==> config.mk <==
export PLATFORM = sky130hd
export DESIGN_NAME = esc_front
export DESIGN_NICKNAME = d
export VERILOG_FILES = /design/src/rtl/esc_pkg.sv /design/src/rtl/esc_front.sv
export SDC_FILE = /design/constraint.sdc
export NUM_CORES = 1
export LEC_CHECK = 0
export BUFFER_PORTS_ARGS = -buffer_cell sky130_fd_sc_hd__buf_2
export CAP_MARGIN = 25
export CORE_AREA = 2 2 168 170
export DETAILED_ROUTE_END_ITERATION = 7
export DIE_AREA = 0 0 170 172
export MAX_ROUTING_LAYER = met4
export PLACE_DENSITY = 0.36
export SYNTH_ARGS = -nofsm -noshare
export SYNTH_HDL_FRONTEND = slang
export SYNTH_SLANG_ARGS = --single-unit
==> constraint.sdc <==
create_clock -name vclk -period 4
set_input_delay 0.6 -clock vclk [all_inputs]
set_output_delay 0.6 -clock vclk [all_outputs]
set_load 0.005 [all_outputs]
==> src/rtl/esc_pkg.sv <==
// Shared types and constants of the environmental compensation block.
package esc_pkg;

  localparam int QAW        = 2;
  localparam int QDEPTH     = 1 << QAW;
  localparam int DIV_STEPS  = 64;
  localparam int PIPE_DEPTH = 11 + DIV_STEPS + 6;

  localparam logic [20:0] RAW_P_FULL = 21'd1048576;
  localparam logic [32:0] TF_P_OFS   = 33'd128000;
  localparam logic [31:0] TF_H_OFS   = 32'd76800;
  localparam logic [31:0] T_RND      = 32'd128;
  localparam logic [31:0] HUM_RND    = 32'd16384;
  localparam logic [31:0] U3_OFS     = 32'd32768;
  localparam logic [31:0] U4_OFS     = 32'd2097152;
  localparam logic [31:0] U5_RND     = 32'd8192;
  localparam logic [31:0] HUM_MAX    = 32'd419430400;
  localparam logic [11:0] PRS_SCALE  = 12'd3125;
  localparam logic [63:0] W1_BIAS    = 64'h0000_8000_0000_0000;

  typedef enum logic [2:0] {
    CFG_TEMP     = 3'd0,
    CFG_PRESS_LO = 3'd1,
    CFG_PRESS_HI = 3'd2,
    CFG_PRESS_P9 = 3'd3,
    CFG_HUM      = 3'd4
  } cfg_idx_t;

  typedef struct packed {
    logic        [15:0] t1;
    logic signed [15:0] t2;
    logic signed [15:0] t3;
    logic        [15:0] p1;
    logic signed [15:0] p2;
    logic signed [15:0] p3;
    logic signed [15:0] p4;
    logic signed [15:0] p5;
    logic signed [15:0] p6;
    logic signed [15:0] p7;
    logic signed [15:0] p8;
    logic signed [15:0] p9;
    logic        [7:0]  h1;
    logic signed [15:0] h2;
    logic        [7:0]  h3;
    logic signed [11:0] h4;
    logic signed [11:0] h5;
    logic signed [7:0]  h6;
  } coef_t;

  // request after the front-end pre-subtractions
  typedef struct packed {
    logic [31:0] ta;
    logic [31:0] dt;
    logic [31:0] hpre;
    logic [20:0] padj;
  } fe_t;

  typedef struct packed {
    logic [31:0] temp;
    logic [31:0] tf;
  } kp_t;

  typedef struct packed {
    logic [31:0] temp;
    logic [31:0] tf;
    logic [16:0] hum;
    logic        inv;
  } tail_t;

endpackage

==> src/rtl/esc_front.sv <==
// Front end: strips raw codes and forms the offset terms of each request.
module esc_front (
  input  logic [19:0]   raw_t,
  input  logic [19:0]   raw_p,
  input  logic [15:0]   raw_h,
  input  esc_pkg::coef_t coef,
  output esc_pkg::fe_t   fe
);
  import esc_pkg::*;

  always_comb begin
    fe.ta   = {15'd0, raw_t[19:3]} - {15'd0, coef.t1, 1'b0};
    fe.dt   = {16'd0, raw_t[19:4]} - {16'd0, coef.t1};
    fe.hpre = {2'd0, raw_h, 14'd0} - {coef.h4, 20'd0} + HUM_RND;
    fe.padj = RAW_P_FULL - {1'b0, raw_p};
  end

endmodule

==> metrics.csv <==
metric;value;unit
largest net degree at the start of global routing;32;
FMAX;0.271;GHz
sequential share of power;0;%
period utilization;92.3;%
Slew @ Worst Pin;0.589;ns
initial antenna violation count;14;
RSZ-0062 raised after global routing;false;
number of max-cap violations;0;
DR pass1 iterations;4;
core area;27500;um^2
combinational share of power;100.0;%
clock group share of total power;0;%
Ys Warns;0;
Psw;0.320;mW
Mapped Cells;357;
Sw Ratio;53.4;%
Min-Delay Path Class;in -> out;
Setup TNS;0;ns
# nets final;855;
Compound-Gate Fraction of Synth Area;22.8;%
Netlist Area Pre-Place;2570;um^2
Hold Vio Cnt, Final;0;
FF+latch count;0;
hold_buf cts;0;
clock buf count;0;
vias in the first global route;2651;
post-synth cell types;46;
GR Overflow Total;0;
worst slack, placed;0.290;ns
Leak;1.84;nW
DP HPWL;9760;um
Syn-to-layout area delta;38.7;%
syn_area_per_cell;7.19;um^2
DRC Markers;0;
Worst Setup Path Type;in -> out;
overall die area;29200;um^2
first-pass GRT wire length;14700;um
most used cells in the layout excluding fill and tap cells;buf_2, ha_1, inv_1;
Max IR drop VDD;55.7;uV
critical path peak fanout;5;
slowest cell on the critical path;a31oi_1;
vias post-DR;2786;
Seq/Total Area, Yosys;0;%
Period minus WS final;3.69;ns
layout cells sized above 1;39.5;%
routed len/inst;12.2;um
drt via density;3.27;
post_cts resized;0;
Max Slew Vio Count;0;
crit end category;output pin;
maximum single-stage delay on the critical path;0.39;ns
commonest non-fill, non-tap cell in the layout;buf_2;
final wirelength;10400;um
# Post-CTS Setup Buffers;0;
largest family of logic cells by synthesized area;buffers and inverters;
Setup WS post-layout;0.306;ns
All-Layer GR Usage;6.90;%
Internal Power;0.279;mW
Worst slew margin;59.7;%
Synth Area in XOR/XNOR;13.6;%
Die W;170;um
Critical Path AT;3.09;ns
CP startpoint kind;input port;
Reg area;0;um^2
Final setup violation count;0;
Initial DRC Count;88;
PD cells;168;nW/um^2
IO Pins;429;
Synth Area in Simple Gates;15.7;%
starting density of the core;9.34;%
Antenna Nets Post-Route;0;
RD Place Congestion;0.748;
mux share of post-synthesis cell area;0;%
Die Ht;172;um
PortBufs;182;
CP required;3.40;ns
Std-Cell Rows;61;
status;finished clean;
Post-Synth Adder-Cell Area;23.2;%
critical-path cell list;buf_2, ha_1, ha_1, and3_1, a221o_1, a21o_1, a31oi_1, o21ai_0, xnor2_1, buf_2;
-- kinds of logic (layout without fill, tap and decap cells) --
kind of cell	Yosys count	after routing
adders and majority gates	47	47
xor gates and xnor gates	40	40
and+or+nand+nor	78	78
buffers and inverters	106	230
AOI/OAI and AO/OA	85	85
other	1	26
-- worst max-delay path: cells and delay by family --
family | cells | cell delay [ns]
AOI/OAI and AO/OA | 4 | 1.19
adders and majority gates | 2 | 0.64
xor gates and xnor gates | 1 | 0.19
buffers and inverters | 2 | 0.23
and+or+nand+nor | 1 | 0.23
-- Yosys cell counts, types with 3 or more instances --
cell | number | area share (%)
a211oi_1 | 3 | 0.88
ha_1 | 46 | 22
a21oi_1 | 18 | 3.5
xnor2_1 | 23 | 7.8
nor2_1 | 21 | 3.1
nor2b_1 | 5 | 1.2
o21ai_0 | 12 | 2.3
a31oi_1 | 9 | 2.2
o21bai_1 | 3 | 0.88
xor2_1 | 17 | 5.8
nand3_1 | 4 | 0.78
o31a_1 | 5 | 1.7
nor4_1 | 3 | 0.73
or2_2 | 3 | 0.73
nor3_1 | 10 | 1.9
and3_1 | 3 | 0.73
o21a_1 | 8 | 2.3
nand2_1 | 16 | 2.3
buf_4 | 62 | 18
a21o_1 | 10 | 2.9
nand2b_1 | 4 | 0.97
inv_1 | 44 | 6.4
-- final cells by class --
cell class | instances | area [um^2]
diodes | 12 | 30.0
inverters | 44 | 165
multi-input cells | 264 | 1990
repair buffers | 186 | 941
fillers | 3233 | 23900
well taps | 346 | 433
-- power groups by stage --
| stage | combinational (mW) | sequential (mW) | clock [mW] |
|---|---|---|---|
| floorplan | 0.416 | 0 | 0 |
| CTS | 0.615 | 0 | 0 |
| global route | 0.692 | 0 | 0.000000368 |
| global placement | 0.614 | 0 | 0 |
| detailed placement | 0.610 | 0 | 0 |
| finish | 0.599 | 0 | 0.000000403 |
-- final timing paths --
check       from     end  slack, ns  cells past startpoint
max    raw_h[10]  fe[52]       0.31                     10
min     raw_t[3]  fe[85]       1.20                      0
-- per-layer routing --
metal  wire length (um)  vias to the layer above  share of wire [%]  GRT usage [%]
li1                   -                     1467                  -              -
met1               4120                     1165                 40           7.51
met2               3510                      154                 34           8.91
met3               2800                        0                 27           7.51
met4                  0                        0                  0         0.0372
met5                  0                        -                  0              -
-- metrics by stage --
stage               instance area, um^2  instances  power (mW)  hold slack, ns  util, %
floorplan                          2620        370       0.416            1.24        -
global placement                   3530        840       0.614            1.20     12.9
detailed placement                 3530        840       0.610            1.20     12.9
CTS                                3530        840       0.615            1.20     12.9
global route                       3560        851       0.692            1.20     13.0
finish                             3560        852       0.599            1.20     13.0
(Power assumes the default switching activity.)
