File: config.mk
export PLATFORM = sky130hd
export DESIGN_NAME = esc_queue
export DESIGN_NICKNAME = d
export VERILOG_FILES = /design/src/rtl/esc_pkg.sv /design/src/rtl/esc_queue.sv
export SDC_FILE = /design/constraint.sdc
export NUM_CORES = 1
export LEC_CHECK = 0
export BUFFER_PORTS_ARGS = -buffer_cell sky130_fd_sc_hd__buf_2
export CAP_MARGIN = 40
export CORE_ASPECT_RATIO = 0.8
export CORE_MARGIN = 5
export CORE_UTILIZATION = 30
export CTS_BUF_LIST = sky130_fd_sc_hd__clkbuf_2
export DETAILED_ROUTE_END_ITERATION = 16
export PLACE_DENSITY_LB_ADDON = 0.05
export SLEW_MARGIN = 20
export SYNTH_ARGS = -nofsm -noshare
export SYNTH_HDL_FRONTEND = slang
export SYNTH_SLANG_ARGS = --single-unit
File: constraint.sdc
create_clock -name clk -period 4.3 [get_ports clk]
set_input_delay 0 -clock clk [delete_from_list [all_inputs] [get_ports clk]]
set_output_delay 0 -clock clk [all_outputs]
set_load 0.02 [all_outputs]
File: src/rtl/esc_pkg.sv
// Shared types and constants of the environmental compensation block.
package esc_pkg;

  localparam int QAW        = 2;
  localparam int QDEPTH     = 1 << QAW;
  localparam int DIV_STEPS  = 64;
  localparam int PIPE_DEPTH = 11 + DIV_STEPS + 6;

  localparam logic [20:0] RAW_P_FULL = 21'd1048576;
  localparam logic [32:0] TF_P_OFS   = 33'd128000;
  localparam logic [31:0] TF_H_OFS   = 32'd76800;
  localparam logic [31:0] T_RND      = 32'd128;
  localparam logic [31:0] HUM_RND    = 32'd16384;
  localparam logic [31:0] U3_OFS     = 32'd32768;
  localparam logic [31:0] U4_OFS     = 32'd2097152;
  localparam logic [31:0] U5_RND     = 32'd8192;
  localparam logic [31:0] HUM_MAX    = 32'd419430400;
  localparam logic [11:0] PRS_SCALE  = 12'd3125;
  localparam logic [63:0] W1_BIAS    = 64'h0000_8000_0000_0000;

  typedef enum logic [2:0] {
    CFG_TEMP     = 3'd0,
    CFG_PRESS_LO = 3'd1,
    CFG_PRESS_HI = 3'd2,
    CFG_PRESS_P9 = 3'd3,
    CFG_HUM      = 3'd4
  } cfg_idx_t;

  typedef struct packed {
    logic        [15:0] t1;
    logic signed [15:0] t2;
    logic signed [15:0] t3;
    logic        [15:0] p1;
    logic signed [15:0] p2;
    logic signed [15:0] p3;
    logic signed [15:0] p4;
    logic signed [15:0] p5;
    logic signed [15:0] p6;
    logic signed [15:0] p7;
    logic signed [15:0] p8;
    logic signed [15:0] p9;
    logic        [7:0]  h1;
    logic signed [15:0] h2;
    logic        [7:0]  h3;
    logic signed [11:0] h4;
    logic signed [11:0] h5;
    logic signed [7:0]  h6;
  } coef_t;

  // request after the front-end pre-subtractions
  typedef struct packed {
    logic [31:0] ta;
    logic [31:0] dt;
    logic [31:0] hpre;
    logic [20:0] padj;
  } fe_t;

  typedef struct packed {
    logic [31:0] temp;
    logic [31:0] tf;
  } kp_t;

  typedef struct packed {
    logic [31:0] temp;
    logic [31:0] tf;
    logic [16:0] hum;
    logic        inv;
  } tail_t;

endpackage

File: src/rtl/esc_queue.sv
// Short request queue between the front end and the compute pipeline.
module esc_queue (
  input  logic         clk,
  input  logic         rst_n,
  input  logic         push,
  input  esc_pkg::fe_t din,
  output logic         full,
  input  logic         pop,
  output esc_pkg::fe_t dout,
  output logic         empty
);
  import esc_pkg::*;

  fe_t            mem_r [QDEPTH];
  logic [QAW-1:0] wp_r, wp_nxt, rp_r, rp_nxt;
  logic [QAW:0]   cnt_r, cnt_nxt;
  logic           wr, rd;

  assign full  = (cnt_r == (QAW+1)'(QDEPTH));
  assign empty = (cnt_r == '0);
  assign dout  = mem_r[rp_r];
  assign wr    = push && !full;
  assign rd    = pop && !empty;

  always_comb begin
    wp_nxt  = wr ? wp_r + 1'b1 : wp_r;
    rp_nxt  = rd ? rp_r + 1'b1 : rp_r;
    cnt_nxt = cnt_r + {{QAW{1'b0}}, wr} - {{QAW{1'b0}}, rd};
  end

  always_ff @(posedge clk) begin
    if (!rst_n) begin
      wp_r  <= '0;
      rp_r  <= '0;
      cnt_r <= '0;
    end else begin
      wp_r  <= wp_nxt;
      rp_r  <= rp_nxt;
      cnt_r <= cnt_nxt;
    end
  end

  always_ff @(posedge clk) begin
    if (wr) begin
      mem_r[wp_r] <= din;
    end
  end

endmodule

==> summary.md, run 1 <==
| Metric | Value |
|---|---|
| Via/cell ratio | 4.355 |
| Layout Area Growth over Synthesis | 33.32% |
| Clk sinks | 477 |
| First-pass GRT wire length | 62,340 µm |
| DRT iter0 DRCs | 374 |
| CTS tree | built |
| Placed inst area | 19,490 µm² |
| Skew-Pair Late Insertion Delay | 1.07 ns |
| Top delay family on crit path | flip-flops |
| Mapped Area | 17,320 µm² |
| Post-synthesis cell count | 662 |
| Tmin final | 3.223 ns |
| Avg WL per Cell | 19.60 µm |
| Tightest Pin Transition | 0.7142 ns |
| Maxcap violations | 0 |
| PwrDens | 519.4 nW/µm² |
| Commonest cells after routing, fill and taps aside | edfxtp_1 (468), dlygate4sd3_1 (244), buf_2 (239), clkbuf_2 (160), mux4_2 (117) |
| Final setup fails | 0 |
| Final critical-path share of the clock period | 74.95% |
| Vias in the first global route | 10.47k |
| Nets@finish | 1,377 |
| Synth area leader | edfxtp_1 |
| Relative slew margins | 52.39% |
| GRT overflow | 0 |
| Setup CP Type | flip-flop to primary output |
| FMAX | 310.3 MHz |
| Synth Register Bits | 477 |
| Routed wire length | 41,250 µm |
| Root buffer cell | clkbuf_2 |
| Cts bufs inserted | 119 |
| GPL Wtd Cong | 0.6869 |
| Syn Area/Cell | 26.16 µm² |
| Via count | 9,163 |
| Leak | 7.993 nW |
| Synth Area in Adders | 0.5491% |
| Final Slew Violations | 0 |
| Sequential-to-total area share from yosys stat | 82.19% |
| Net Count, Synth | 790 |
| Synth top area share | 81.15% |
| Nature of the critical path startpoint | flip-flop |
| Largest net degree at the start of global routing | 94 |
| Synth cell types | 21 |
| Outcome | completed |
| RSZ-0062 raised after global routing | no |
| Crit Path Max Fanout | 32 |
| Die Height | 224.9 µm |
| Die area | 62,660 µm² |
| Design Area, Final | 23,090 µm² |
| First-pass iteration count of the detailed router | 4 |
| Mux cell area share after synthesis | 15.33% |
| WP buf/inv | 2 |
| Post-Synth XOR/XNOR Area | 0.1011% |
| Simple-Gate Fraction of Synth Area | 0.6286% |
| Residual DRC | 0 |
| H-Tree Depth | 3 |
| IO Pins | 240 |
| Detail Route Antenna Nets | 0 |
| Crit end category | primary output |
| Fin. Hold Viols | 0 |
| CP max-delay cell | dfxtp_4 |
| Setup TNS | 0 ns |
| Tightest Hold Check Type | primary input to flip-flop |
| Synth Area in Compound Gates | 0.1300% |
| Synth top area cells | edfxtp_1 (81%), mux4_2 (15%), dfxtp_1 (1.0%) |
| Buffers on Ports | 239 |
| Maximum VDD drop | 245.5 µV |
| Post-CTS Setup Repair Bufs | 0 |
| Total Routing Usage GR | 13.16% |
| Commonest non-fill, non-tap cell in the layout | edfxtp_1 |
| Warnings from Yosys | 0 |
| Crit path cell chain | buf_4 > mux4_2 > buf_2 |
| Min Hold Slack | 0.2492 ns |
| Longest Clk Path Bufs | 3 |
| HPWL after DPL | 24,450 µm |
| Clock skew | 0.07000 ns |
| Clock slew at reported path FFs | 0.09 ns |
| Max incr delay on CP | 0.80 ns |
| Initial Util | 30.44% |
| Post-CTS Resized | 0 |
| Layout cells sized above 1 | 40.79% |
| CP required | 4.30 ns |
| Core Region | 56,900 µm² |
| Critical Path AT | 3.22 ns |
| Initial antenna violation count | 7 |
| Main combinational cell family by area after synthesis | multiplexers |
| Cell Rows | 78 |
| Die Width | 278.6 µm |
[worst min-delay path, stage by stage]
cell           delay [ns]
dlygate4sd3_1        0.52
buf_2                0.09
dlygate4sd3_1        0.59
[through the flow]
stage               power [mW]  std cells  setup slack, ns  util [%]
finish                   11.99       2104            1.077     40.58
global route             12.72       2104           0.6283     40.58
CTS                      12.32       2101           0.7106     40.57
detailed placement       8.905       1644            1.789     34.25
global placement         8.858       1644            1.859     34.25
floorplan                7.817        662           0.2054         -
[final cells by class]
cell class | count | area (µm²)
timing repair buffer | 494 | 3809
sequential | 477 | 14240
clock buffer | 160 | 800.8
fill | 5176 | 33810
tap | 760 | 950.9
clock inverter | 53 | 347.8
multi-input combinational | 151 | 2909
antenna | 3 | 7.507
inverter | 6 | 22.52
[state kept, by name, summed over array words and instances (netlist names), named ones only]
register and count:
cnt_r 3, rp_r 2, mem_r 468, wp_r 2
[cell families after synthesis]
logic type      Yosys count
simple gates             19
compound gates            4
flops                   477
buf+inv                  34
fa+ha+maj                 7
xor+xnor                  2
mux                     119
[synthesized netlist by cell type]
| library cell | instances |
|---|---|
| buf_2 | 13 |
| xnor2_1 | 2 |
| mux2i_1 | 2 |
| clkbuf_1 | 9 |
| dfxtp_1 | 9 |
| nor3_1 | 1 |
| inv_1 | 6 |
| buf_6 | 5 |
| a21boi_0 | 1 |
| nand2_1 | 6 |
| nor3b_1 | 1 |
| fa_1 | 1 |
| or4bb_1 | 1 |
| mux4_2 | 117 |
| nor2b_1 | 2 |
| and2_1 | 7 |
| edfxtp_1 | 468 |
| o21ai_0 | 3 |
| buf_4 | 1 |
| ha_1 | 6 |
| or3_1 | 1 |
[path summary, 6_finish.rpt]
| kind | from | to | slack (ns) | cells after the start |
|---|---|---|---|---|
| worst max-delay path | flip-flop | dout[23] | 1.08 | 3 |
| worst min-delay path | din[80] | mem_r[2][80] | 0.25 | 3 |
| worst max register to register | cnt_r[2] | cnt_r[1] | 1.21 | 9 |
| worst min register to register | rp_r[0] | rp_r[0] | 0.50 | 2 |
[layer usage]
layer / track usage [%] / part of all wire [%] / vias to the layer above
met3: 4.940 / 6.5 / 98
met5: 0 / 0.11 / -
li1: - / - / 4121
met1: 15.24 / 39 / 4698
met2: 22.71 / 51 / 238
met4: 4.497 / 2.6 / 8
[power by group]
part           switching, mW  internal [mW]
Sequential             0.190           5.63
Combinational           1.74           1.31
Clock                   1.80           1.33
[repair_timing]
action	4_1_cts	5_1_grt
endpoints found under the setup margin	0	0
hold buffers	244	0
endpoints found under the hold margin	788	0
No activity file was read; power rests on OpenSTA's default activity.
==> run 2: changes to the inputs <==
Clock period 4.3 ns to 2.7 ns, I/O delays scaled along.
==> run 2 against run 1 <==
Compared with the run above: wire length up 5.4%; worst hold slack better by 0.030 ns; combinational power up 110%; critical endpoint is now dout[84]; core utilization up 1.8 points; non-clock buffer count up 46; largest cell class unchanged.
==> summary.md, run 2 (same netlist as run 1, synthesis figures left out) <==
| Metric | Value |
|---|---|
| Outcome | completed (unchanged) |
| Placed inst area | 19,810 µm² (was 19,490 µm²) |
| Root buffer cell | clkbuf_2 (unchanged) |
| Maxcap violations | 0 (unchanged) |
| CTS tree | built (unchanged) |
| Hold path startpoint | din[42] (was din[80]) |
| Hold EP | mem_r[1][42] (was mem_r[2][80]) |
| Power, Total | 19.89 mW (was 11.99 mW) |
| Cell mode on critical path | buf_12 |
| Final critical-path share of the clock period | 96.72% |
| Relative slew margins | 62.90% (was 52.39%) |
| First-pass GRT wire length | 64,380 µm (was 62,340 µm) |
| RSZ-0062 raised after global routing | yes (was no) |
| Leak | 8.427 nW (was 7.993 nW) |
| WP buf/inv | 4 (was 2) |
| Crit path cell chain | buf_12 > buf_12 > buf_16 > mux4_2 > buf_6 (was buf_4 > mux4_2 > buf_2) |
| Layout cells sized above 1 | 42.67% (was 40.79%) |
| Skew-Pair Late Insertion Delay | 1.05 ns (was 1.07 ns) |
| H-Tree Depth | 3 (unchanged) |
| Hold path cells | 3 (unchanged) |
| Non-filler cells, final | 2,149 (was 2,104) |
| Initial Util | 30.44% (unchanged) |
| Max incr delay on CP | 0.56 ns (was 0.80 ns) |
| Tmin final | 2.611 ns |
| Clock skew | 0.09330 ns (was 0.07000 ns) |
| Design Area, Final | 24,110 µm² (was 23,090 µm²) |
| CP max-delay cell | mux4_2 (was dfxtp_4) |
| Maximum VDD drop | 374.7 µV (was 245.5 µV) |
| Top delay family on crit path | buffers and inverters (was flip-flops) |
| Tightest Hold Check Type | primary input to flip-flop (unchanged) |
| Cells after DPL | 1,666 (was 1,644) |
| Total Routing Usage GR | 13.63% (was 13.16%) |
| Fin. Hold Viols | 0 (unchanged) |
| Clock slew at reported path FFs | 0.12 ns (was 0.09 ns) |
| Longest Clk Path Bufs | 3 (unchanged) |
| Tightest Pin Transition | 0.5566 ns (was 0.7142 ns) |
| Layout Area Growth over Synthesis | 39.20% (was 33.32%) |
| Top Registers | mem_r (468), cnt_r (3) (unchanged) |
| First-pass iteration count of the detailed router | 4 (unchanged) |
| HPWL after DPL | 25,790 µm (was 24,450 µm) |
| Reg2reg start | cnt_r[1] (was cnt_r[2]) |
| Min Hold Slack | 0.2788 ns (was 0.2492 ns) |
| Crit Path Max Fanout | 9 (was 32) |
| Crit end category | primary output (unchanged) |
| Critical Path AT | 2.61 ns (was 3.22 ns) |
| Worst Slack Setup Final | 0.08857 ns (was 1.077 ns) |
| Setup CP Type | flip-flop to primary output (unchanged) |
| Max reg flops | 468 (unchanged) |
| IO Pins | 240 (unchanged) |
| CP required | 2.70 ns (was 4.30 ns) |
| Largest net degree at the start of global routing | 35 (was 94) |
| Nature of the critical path startpoint | flip-flop (unchanged) |
| PwrDens | 825.0 nW/µm² (was 519.4 nW/µm²) |
| Die Height | 224.9 µm (unchanged) |
| Worst R2R End | cnt_r[2] (was cnt_r[1]) |
| Vias in the first global route | 10.70k (was 10.47k) |
| Reg2reg path depth | 9 (unchanged) |
| Via count | 9,338 (was 9,163) |
| Avg WL per Cell | 20.23 µm (was 19.60 µm) |
| Nets@finish | 1,420 (was 1,377) |
| Core Region | 56,900 µm² (unchanged) |
| Final Slew Violations | 0 (unchanged) |
| Die area | 62,660 µm² (unchanged) |
| Via/cell ratio | 4.345 (was 4.355) |
| Buffers on Ports | 239 (unchanged) |
| GRT overflow | 0 (unchanged) |
| Cts bufs inserted | 116 (was 119) |
| Clk sinks | 477 (unchanged) |
| Residual DRC | 0 (unchanged) |
| Largest register by flop count | mem_r (unchanged) |
| Pre-CTS WS | 0.2799 ns (was 1.789 ns) |
| Routed wire length | 43,480 µm (was 41,250 µm) |
| Detail Route Antenna Nets | 0 (unchanged) |
| Commonest cells after routing, fill and taps aside | edfxtp_1 (468), dlygate4sd3_1 (241), buf_2 (172), clkbuf_2 (162), mux4_2 (117) (was edfxtp_1 (468), dlygate4sd3_1 (244), buf_2 (239), clkbuf_2 (160), mux4_2 (117)) |
| FMAX | 382.9 MHz |
| Layout Utilization | 42.37% (was 40.58%) |
| Commonest non-fill, non-tap cell in the layout | edfxtp_1 (unchanged) |
| Initial antenna violation count | 4 (was 7) |
| Setup TNS | 0 ns (unchanged) |
| GPL Wtd Cong | 0.7190 (was 0.6869) |
| Final setup fails | 0 (unchanged) |
| DRT iter0 DRCs | 424 (was 374) |
| Cell Rows | 78 (unchanged) |
| Die Width | 278.6 µm (unchanged) |
| R2r setup slk | 0.26 ns (was 1.21 ns) |
==> run 2: cell types whose count changed in the layout (fill, tap and decap cells not counted), sizes merged <==
| cell | delta |
|---|---|
| buf | +46 |
| bufinv | -5 |
| clkbuf | +5 |
| clkinv | +1 |
| diode | +1 |
| dlygate4sd3 | -3 |
==> run 2: worst reg2reg max path: stages, from the launching register on <==
cell and delay (ns):
dfxtp_1 0.35, nor3_1 0.44, nor2b_1 0.15, ha_1 0.32, inv_1 0.05, ha_1 0.20, fa_1 0.41, xnor2_1 0.15
xnor2_1 0.13, and2_1 0.16
==> run 2: routing by layer <==
metal  wire length [µm]  GRT usage (%)  vias up
li1                   -              -     4215
met1              18150          16.63     4777
met2              21640          22.85      255
met3               2703          4.609       91
met4                987          4.816        0
met5                  0              0        -
==> run 2: area by class of cell <==
| type | instances | area (µm²) |
|---|---|---|
| sequential | 477 | 14240 |
| multi-input combinational | 151 | 2909 |
| timing repair buffer | 540 | 4969 |
| clock buffer | 162 | 810.8 |
| tap | 760 | 950.9 |
| clock inverter | 49 | 193.9 |
| fill | 5116 | 32790 |
| antenna | 4 | 10.01 |
| inverter | 6 | 22.52 |
==> run 2: how the worst max path moves through the flow <==
stage | from | endpoint | cells past startpoint
finish | flip-flop | dout[84] | 5
global route | flip-flop | dout[71] | 5
CTS | flip-flop | dout[84] | 5
detailed placement | cnt_r[1] | cnt_r[2] | 9
global placement | cnt_r[1] | cnt_r[2] | 9
floorplan | cnt_r[2] | mem_r[0][0] | 4
==> run 2: report_power, final <==
part	internal [mW]	switching [mW]	total (mW)
clock	1.63	2.82	4.45
sequential	8.95	0.175	9.13
combinational	3.11	3.20	6.31
==> run 2: timing repair <==
action,in CTS,in global routing
hold endpoints to repair,936,0
cloned,4,4
endpoints found under the setup margin,117,115
setup buffers,15,4
resized for setup,57,109
hold buffers,241,0
